$ cat config.mk
export PLATFORM = sky130hd
export DESIGN_NAME = motor_register_file_slave
export DESIGN_NICKNAME = d
export VERILOG_FILES = /design/src/sv/mrfs_pkg.sv /design/src/sv/motor_register_file_slave.sv /design/src/sv/mrfs_byte_ram.sv
export SDC_FILE = /design/constraint.sdc
export NUM_CORES = 2
export LEC_CHECK = 0
export BUFFER_PORTS_ARGS = -buffer_cell sky130_fd_sc_hd__buf_2
export CAP_MARGIN = 25
export CORE_MARGIN = 5
export CORE_UTILIZATION = 55
export DETAILED_ROUTE_END_ITERATION = 8
export GPL_ROUTABILITY_DRIVEN = 1
export PLACE_DENSITY = 0.78
export SYNTH_ARGS = -nofsm -noshare
export SYNTH_HDL_FRONTEND = slang
export SYNTH_HIERARCHICAL = 1
export SYNTH_SLANG_ARGS = --single-unit
$ cat constraint.sdc
create_clock -name clk -period 4.15 [get_ports clk]
set_input_delay 0.2075 -clock clk [delete_from_list [all_inputs] [get_ports clk]]
set_output_delay 0.2075 -clock clk [all_outputs]
set_load 0.01 [all_outputs]
$ cat src/sv/mrfs_pkg.sv
`timescale 1ns / 1ps

package mrfs_pkg;

  localparam int RegDepth = 256;

  localparam logic [2:0] OP_SET_PTR = 3'd0;
  localparam logic [2:0] OP_WRITE   = 3'd1;
  localparam logic [2:0] OP_READ    = 3'd2;
  localparam logic [2:0] OP_ENC_A   = 3'd3;
  localparam logic [2:0] OP_ENC_B   = 3'd4;

  localparam logic [7:0] DIR_ADDR   = 8'h01;
  localparam logic [7:0] DUTY_ADDR  = 8'h02;
  localparam logic [7:0] COUNT_ADDR = 8'h20;

  localparam logic [7:0] DIR_REV   = 8'd0;
  localparam logic [7:0] DIR_FWD   = 8'd1;
  localparam logic [7:0] DIR_BRAKE = 8'd2;

  localparam logic [31:0] COUNT_RESET = 32'd5;
  localparam logic [7:0]  PWM_TOP     = 8'd255;

  // Drive latch order is {green, red, rev, fwd}.
  localparam logic [3:0] DRIVE_FWD   = 4'b1001;
  localparam logic [3:0] DRIVE_REV   = 4'b0110;
  localparam logic [3:0] DRIVE_BRAKE = 4'b0011;

endpackage

$ cat src/sv/motor_register_file_slave.sv
`timescale 1ns / 1ps

// Byte register file with an H-bridge drive latch and a quadrature counter.
// A transaction is accepted at a rising clock edge with start high and busy
// low; busy is always low, so one transaction can be accepted every cycle.
// Op codes set the byte pointer, write or read the byte at the pointer (both
// post-increment the pointer, wrapping at the end of the store), or count an
// encoder A or B edge. Every accepted transaction gives exactly one result,
// shown on the result ports in the cycle after the accept edge, with done
// high for a single cycle, and the throughput is one per cycle.
// The result carries the byte read (zero for other ops), the bridge and lamp
// levels from the direction byte, and the compare value 255 minus the duty.
// The direction, duty and count bytes are held in flip-flops; the other bytes
// sit in a RAM whose read port is registered.
// The receiver cannot stall: each result is taken at the edge that ends it.
// A synchronous reset clears the pointer, the drive latch and the whole store
// at once (valid bits for the RAM), and loads the encoder count with five.
module motor_register_file_slave
  import mrfs_pkg::*;
#(
  parameter int REG_DEPTH = RegDepth,
  localparam int AW = $clog2(REG_DEPTH)
) (
  input  logic       clk,
  input  logic       rst,
  input  logic       start,
  output logic       busy,
  input  logic [2:0] op,
  input  logic [7:0] data,
  input  logic       enc_a,
  input  logic       enc_b,
  output logic       done,
  output logic [7:0] read_data,
  output logic       fwd_drive,
  output logic       rev_drive,
  output logic       led_red,
  output logic       green_led,
  output logic [7:0] pwm_compare
);

  localparam logic [AW-1:0] DIR_A   = AW'(DIR_ADDR);
  localparam logic [AW-1:0] DUTY_A  = AW'(DUTY_ADDR);
  localparam logic [AW-1:0] COUNT_A = AW'(COUNT_ADDR);

  logic            accept;
  logic [AW-1:0]   pointer;
  logic [AW-1:0]   pointer_next;
  logic [7:0]      dir;
  logic [7:0]      dir_next;
  logic [7:0]      duty;
  logic [7:0]      duty_next;
  logic [31:0]     count;
  logic [31:0]     count_next;
  logic [3:0]      drive;
  logic [3:0]      drive_next;
  logic            is_write;
  logic            is_read;
  logic            at_count;
  logic            special;
  logic [7:0]      special_byte;
  logic            rd_pending;
  logic            rd_special;
  logic [7:0]      rd_special_byte;
  logic [7:0]      ram_rdata;

  assign busy   = 1'b0;
  assign accept = start && !busy;

  assign is_write = accept && (op == OP_WRITE);
  assign is_read  = accept && (op == OP_READ);
  assign at_count = (pointer[AW-1:2] == COUNT_A[AW-1:2]);
  assign special  = (pointer == DIR_A) || (pointer == DUTY_A) || at_count;

  always_comb begin
    if (pointer == DIR_A) begin
      special_byte = dir;
    end else if (pointer == DUTY_A) begin
      special_byte = duty;
    end else begin
      special_byte = count[8 * pointer[1:0] +: 8];
    end
  end

  always_comb begin
    pointer_next = pointer;
    dir_next     = dir;
    duty_next    = duty;
    count_next   = count;
    if (accept) begin
      case (op)
        OP_SET_PTR: pointer_next = data[AW-1:0];
        OP_WRITE: begin
          pointer_next = pointer + AW'(1);
          if (pointer == DIR_A) begin
            dir_next = data;
          end
          if (pointer == DUTY_A) begin
            duty_next = data;
          end
          if (at_count) begin
            count_next[8 * pointer[1:0] +: 8] = data;
          end
        end
        OP_READ: pointer_next = pointer + AW'(1);
        OP_ENC_A: count_next = (enc_a == enc_b) ? count - 32'd1 : count + 32'd1;
        OP_ENC_B: count_next = (enc_a == enc_b) ? count + 32'd1 : count - 32'd1;
        default: ;
      endcase
    end
  end

  always_comb begin
    drive_next = drive;
    if (accept) begin
      unique case (dir_next)
        DIR_FWD:   drive_next = DRIVE_FWD;
        DIR_REV:   drive_next = DRIVE_REV;
        DIR_BRAKE: drive_next = DRIVE_BRAKE;
        default:   drive_next = drive;
      endcase
    end
  end

  always_ff @(posedge clk) begin
    if (rst) begin
      pointer    <= '0;
      dir        <= '0;
      duty       <= '0;
      count      <= COUNT_RESET;
      drive      <= '0;
      done       <= 1'b0;
      rd_pending <= 1'b0;
    end else begin
      pointer    <= pointer_next;
      dir        <= dir_next;
      duty       <= duty_next;
      count      <= count_next;
      drive      <= drive_next;
      done       <= accept;
      rd_pending <= is_read;
    end
  end

  always_ff @(posedge clk) begin
    if (is_read) begin
      rd_special      <= special;
      rd_special_byte <= special_byte;
    end
  end

  mrfs_byte_ram #(
    .DEPTH(REG_DEPTH)
  ) u_ram (
    .clk   (clk),
    .rst   (rst),
    .we    (is_write),
    .re    (is_read),
    .addr  (pointer),
    .wdata (data),
    .rdata (ram_rdata)
  );

  always_comb begin
    if (!rd_pending) begin
      read_data = 8'd0;
    end else if (rd_special) begin
      read_data = rd_special_byte;
    end else begin
      read_data = ram_rdata;
    end
  end

  assign fwd_drive   = drive[0];
  assign rev_drive   = drive[1];
  assign led_red     = drive[2];
  assign green_led   = drive[3];
  assign pwm_compare = PWM_TOP - duty;

endmodule

$ cat src/sv/mrfs_byte_ram.sv
`timescale 1ns / 1ps

module mrfs_byte_ram
  import mrfs_pkg::*;
#(
  parameter int DEPTH = RegDepth,
  localparam int AW = $clog2(DEPTH)
) (
  input  logic          clk,
  input  logic          rst,
  input  logic          we,
  input  logic          re,
  input  logic [AW-1:0] addr,
  input  logic [7:0]    wdata,
  output logic [7:0]    rdata
);

  logic [7:0]       mem [DEPTH];
  logic [DEPTH-1:0] valid;
  logic [7:0]       mem_q;
  logic             valid_q;

  always_ff @(posedge clk) begin
    if (we) begin
      mem[addr] <= wdata;
    end
    if (re) begin
      mem_q <= mem[addr];
    end
  end

  // Entries never written since reset read as zero.
  always_ff @(posedge clk) begin
    if (rst) begin
      valid   <= '0;
      valid_q <= 1'b0;
    end else begin
      if (we) begin
        valid[addr] <= 1'b1;
      end
      if (re) begin
        valid_q <= valid[addr];
      end
    end
  end

  assign rdata = valid_q ? mem_q : 8'd0;

endmodule
== Word level (Yosys, flattened, before mapping) ==
Memories as Yosys holds them, arrays and structs flattened. A register that Yosys moved wholly into a read port is not among the register bits.
Cells that the tools add are included.

* Output and inout port bits: 22
* Memory bits (read-only): 0
* Bits in latches: 0
* Memories kept: 1
* Flip-flop bits (word level): 328
* Logic and storage cells: 70
* Bits in writable memories: 2048

{| class="wikitable"
|+ Memory list
! name !! depth !! bits a word !! read ports !! clocked after Yosys merged registers in !! write ports !! line !! source
|-
| u_ram.mem || 256 || 8 || 1 || 1 || 1 || mrfs_byte_ram.sv:18 || <nowiki>logic [7:0] mem [DEPTH];</nowiki>
|}

* Bitwise logic cells: 1
* Equal/unequal tests: 11
* Div/mod/pow operators: 0
* Order comparisons: 2
* Muxes and demuxes: 21
* Multiply operators: 0
* Add/subtract/negate cells: 5
* Shifts and indexed selects: 3
* Reduce and logical (&&, ||, !) cells: 15

{| class="wikitable"
|+ Operator list
! kind !! count
|-
| $or A256 B256 Y256 || 1
|-
| $mux W32 || 3
|-
| $pmux W32 S3 || 1
|-
| $mux W8 || 8
|-
| $neg A5 Y34 || 1
|-
| $shift A8 B34 Y32 const A || 1
|-
| $shiftx A8 B34 Y32 || 1
|-
| $add A32 B1 Y32 const B || 1
|-
| $bwmux W32 || 1
|-
| $shiftx A32 B6 Y8 || 1
|-
| $sub A32 B1 Y32 const B || 1
|-
| $eq A8 B1 Y1 const B || 2
|-
| $eq A8 B2 Y1 const B || 2
|-
| $pmux W8 S2 || 1
|-
| $pmux W4 S3 || 1
|-
| $lt A8 B9 Y1 const B || 1
|-
| $add A8 B1 Y8 const B || 1
|-
| $bmux W1 S8 || 1
|-
| $demux W1 S8 || 1
|-
| $ge A8 B1 Y1 const B || 1
|-
| $logic_not A8 Y1 || 1
|-
| $sub A8 B8 Y8 const A || 1
|-
| $eq A3 B2 Y1 const B || 2
|-
| $eq A6 B4 Y1 const B || 1
|-
| other kinds (13) || 22
|}

== Logic depth before layout (Yosys ltp) ==
* Depth in word-level cells: 7
* Gate-level depth with buffers: 12

== Hierarchy ==
The synthesis kept the hierarchy.

{| class="wikitable"
|+ By module, submodules not included
! module !! area each (µm²) !! times used !! cells each !! sequential area each (µm²)
|-
| mrfs_byte_ram || 88836.5 || 1 || 4432 || 66884.1
|-
| motor_register_file_slave || 5642.9 || 1 || 751 || 1511.4
|}

== Worst setup path before layout ==
No wires, ideal clock.

* Kind: register to register
* Start point: reg pointer[0]
* End point: reg (tool-made name)
* Arrival time: 2.900 ns
* Path buffers: 2
* Slack: 1.159 ns
* Required time: 4.059 ns
* Cell stages (with the launch flop): 12
* Clock period less this slack: 2.991 ns
* Cell sequence: dfxtp_1 clkbuf_1 clkbuf_1 inv_1 ha_1 nor2b_1 nand3_1 nor2_1 a22oi_1 a21oi_1 nor2_1 a311oi_1

{| class="wikitable"
|+ RTL lines
! what !! line !! source
|-
| from (decl) || motor_register_file_slave.sv:46 || <nowiki>logic [AW-1:0] pointer;</nowiki>
|-
| from (signal assigned) || motor_register_file_slave.sv:134 || <nowiki>pointer <= pointer_next;</nowiki>
|}

==> run metrics <==
WL/cell=33.2 µm; initial antenna violation count=13; Worst-path clk slew=60 ps; WP data arrival=4630 ps; slowest stage delay, CP=660 ps; CP endpoint kind=flop; CP top delay family=multiplexers; Slew Limit Headroom=23.9%; initial cell density of the core=55.2%; DR iter-0 viols=8565; Max Fanout on Critical Path=47; main flop type after synthesis=edfxtp_1; TNS Setup=0 ps; CTS tree=built; Clk Latency, worst-skew pair=880 ps; Total GRT Usage=29.7%; DRT Pass-1 Iters=6; Worst Skew=87.2 ps; Clock Path Buffers=3; post-synthesis mux area share=16.8%; most frequent cells in the layout=2065 x edfxtp_1, 797 x nor2_1, 651 x mux4_2; # fillers=11194; met3 track demand over resource=9.89%; final worst slack=149 ps; Final ANT Viol Nets=0; busiest metal layer after global routing=met2; asr flop ratio synth=0%; Final #Nets=5632; Avg Cell Area, Syn=18.2 µm²; area grow syn2layout=14.1%; Pwr Density=459 nW/µm²; io pins=38; via/cell ratio=6.77; Vias=54476; FP Rows=152; fraction of layout cells with a size suffix above 1=27.1%; hold_ws=56.0 ps; synth warn=6; number of synthesized register bits=2384; Final setup viols=0; simple-gate share of the synthesized area=5.86%; grt met1 use=39.4%; RSZ-0062 raised after global routing=no; total clock sinks=2384; Compound-Gate Fraction of Synth Area=2.87%; Buf/Inv on CP=4; commonest non-fill, non-tap cell in the layout=edfxtp_1; Synth Net Count=5208; residual DRC count=0; worst hold path type=input pin to flop; gpl congestion=0.995; post-synthesis adder-cell area fraction=0.119%; die extent in y=424 µm; Lkg Pwr=34.8 nW; first-pass GRT wire length=385000 µm; HPWL Detailed=166000 µm; Final Hold Viols=0; Die Wd=424 µm; Post-Place Worst Slack=101 ps; required time of the worst setup path=4780 ps; Routed WL=267000 µm; number of global-route vias before repair=53724; Core Box Area=171000 µm²; EDFF count, synth=2065; Synth cell types=90; XOR/XNOR share of the synthesized area=0.193%; htree depth=4; CP max-delay cell=dfxtp_4; Setup crit start kind=flop; worst slew pin tran=1140 ps; Mapped Area=94500 µm²; synthesized netlist cell count=5183; worst vdd ir=0.447 mV; CP cell instances=buf_12 -> buf_12 -> buf_4 -> mux4_2 -> mux2i_1 -> o32ai_1 -> nor4_2 -> buf_4 -> nand3_1 -> or3_1; Seq/Total Area, Yosys=72.4%; highest clock rate=250 MHz; Buffers on Ports=36; largest net degree at the start of global routing=141; met2 Track Usage GR=44.5%; crit path kind=flop to flop; die area=180000 µm²; CTS Buf Count=222; fin crit share=96.4%; status=finished clean; Max-Cap Viols=0; largest family of logic cells by synthesized area=multiplexers; Clock Tree Root=clkbuf_16; total gr overflow=0; Final Critical Period=4000 ps; Slew Limit Fails=0
==> worst reg2reg max path: cells and delay by family, from the launching register on <==
| family | cells | cell delay, ps |
|---|---|---|
| buffers and inverters | 4 | 1030 |
| multiplexers | 2 | 1010 |
| AND/OR/NAND/NOR | 3 | 920 |
| flip-flops | 1 | 660 |
| AO/OA/AOI/OAI | 1 | 170 |
==> logic make-up (layout without fill, tap and decap cells) <==
family	count (synthesis)	after routing
flops	2384	2384
simple gates	1260	1260
xor+xnor	20	20
compound gates	393	393
other cells	1	9
buf+inv	349	973
fa+ha+maj	9	9
mux	767	767
==> final cells by class <==
cell class,count,area (µm²),area share (%)
flip-flops and latches,2384,68400,63.4
multi-input cells,2450,24500,22.7
clock buffers,310,6210,5.76
repair buffers,525,4480,4.15
well taps,2233,2790,2.59
clock inverters,114,1370,1.27
inverters,24,97.6,0.0905
diodes,8,20.0,0.0186
==> through the flow <==
step	util, %	total power, W	cells	area (µm²)
6_report	63.0	0.0495	8048	108000
5_1_grt	63.0	0.0509	8040	108000
4_1_cts	63.0	0.0497	8038	108000
3_5_place_dp	58.5	0.0291	7601	100000
3_3_place_gp	58.4	0.0291	7598	100000
2_1_floorplan	-	0.0280	5183	94500
==> Yosys cell counts, types with 6 or more instances <==
library cell | n | area [µm²]
o22ai_1 | 38 | 238
a21oi_1 | 91 | 455
a2111oi_0 | 6 | 52.6
nor4b_1 | 9 | 78.8
nand3_1 | 49 | 245
edfxtp_1 | 2065 | 62000
o21ai_0 | 50 | 250
nor2b_1 | 29 | 181
and2_1 | 20 | 125
dfxtp_1 | 319 | 6390
and3_1 | 12 | 75.1
a22o_1 | 11 | 96.3
nand2_1 | 193 | 724
mux4_2 | 651 | 14700
nor3b_1 | 6 | 45.0
nand2b_1 | 8 | 50.1
a22oi_1 | 58 | 435
xnor2_1 | 10 | 87.6
o211ai_1 | 11 | 82.6
xor2_1 | 9 | 78.8
o21ba_2 | 24 | 240
o32ai_1 | 15 | 131
nor2_1 | 798 | 3000
nor3_1 | 30 | 150
clkbuf_1 | 162 | 608
nor4_1 | 21 | 131
buf_2 | 84 | 420
ha_1 | 9 | 113
a31oi_1 | 13 | 81.3
a211oi_1 | 12 | 90.1
or3_1 | 6 | 37.5
mux2i_1 | 113 | 1130
inv_1 | 22 | 82.6
buf_4 | 32 | 240
nand4_1 | 28 | 175
or4_1 | 8 | 60.1
buf_6 | 21 | 236
a221oi_1 | 12 | 105
buf_1 | 22 | 82.6
==> sequential cells by signal (all words and copies together), names as in the netlist, 4 cells and up, named ones only <==
signal / flops
pointer: 8
u_ram/mem_q: 8
dir: 8
duty: 8
rd_special_byte: 8
u_ram/mem: 2048
drive: 4
u_ram/valid: 256
==> final timing paths <==
check,to,slack [ps],cells after the start,startpoint
hold / removal,flop,60,6,enc_b
setup reg to reg,u_ram/mem_q[4],150,10,pointer[0]
setup / recovery,u_ram/mem_q[4],150,10,pointer[0]
hold reg to reg,u_ram/valid[31],470,2,u_ram/valid[31]
==> metal layers <==
metal / part of all wire, % / up-vias / wire, µm
met5: 0.036 / - / 96
met4: 5.9 / 14 / 15700
met3: 14 / 806 / 36500
met2: 46 / 4129 / 123000
met1: 34 / 27979 / 91900
li1: - / 21548 / -
==> timing repair <==
action / 4_1_cts / 5_1_grt
endpoints found under the hold margin: 318 / 0
setup buffers: 0 / 0
resized for setup: 0 / 1
endpoints found under the setup margin: 0 / 1
hold buffers: 13 / 0
==> report_power, final <==
group	total, W	switching [W]	internal [W]
Sequential	0.0261	0.0000552	0.0260
Clock	0.0208	0.00909	0.0117
Combinational	0.00263	0.00166	0.000980
Power figures use the tool's default switching activity.
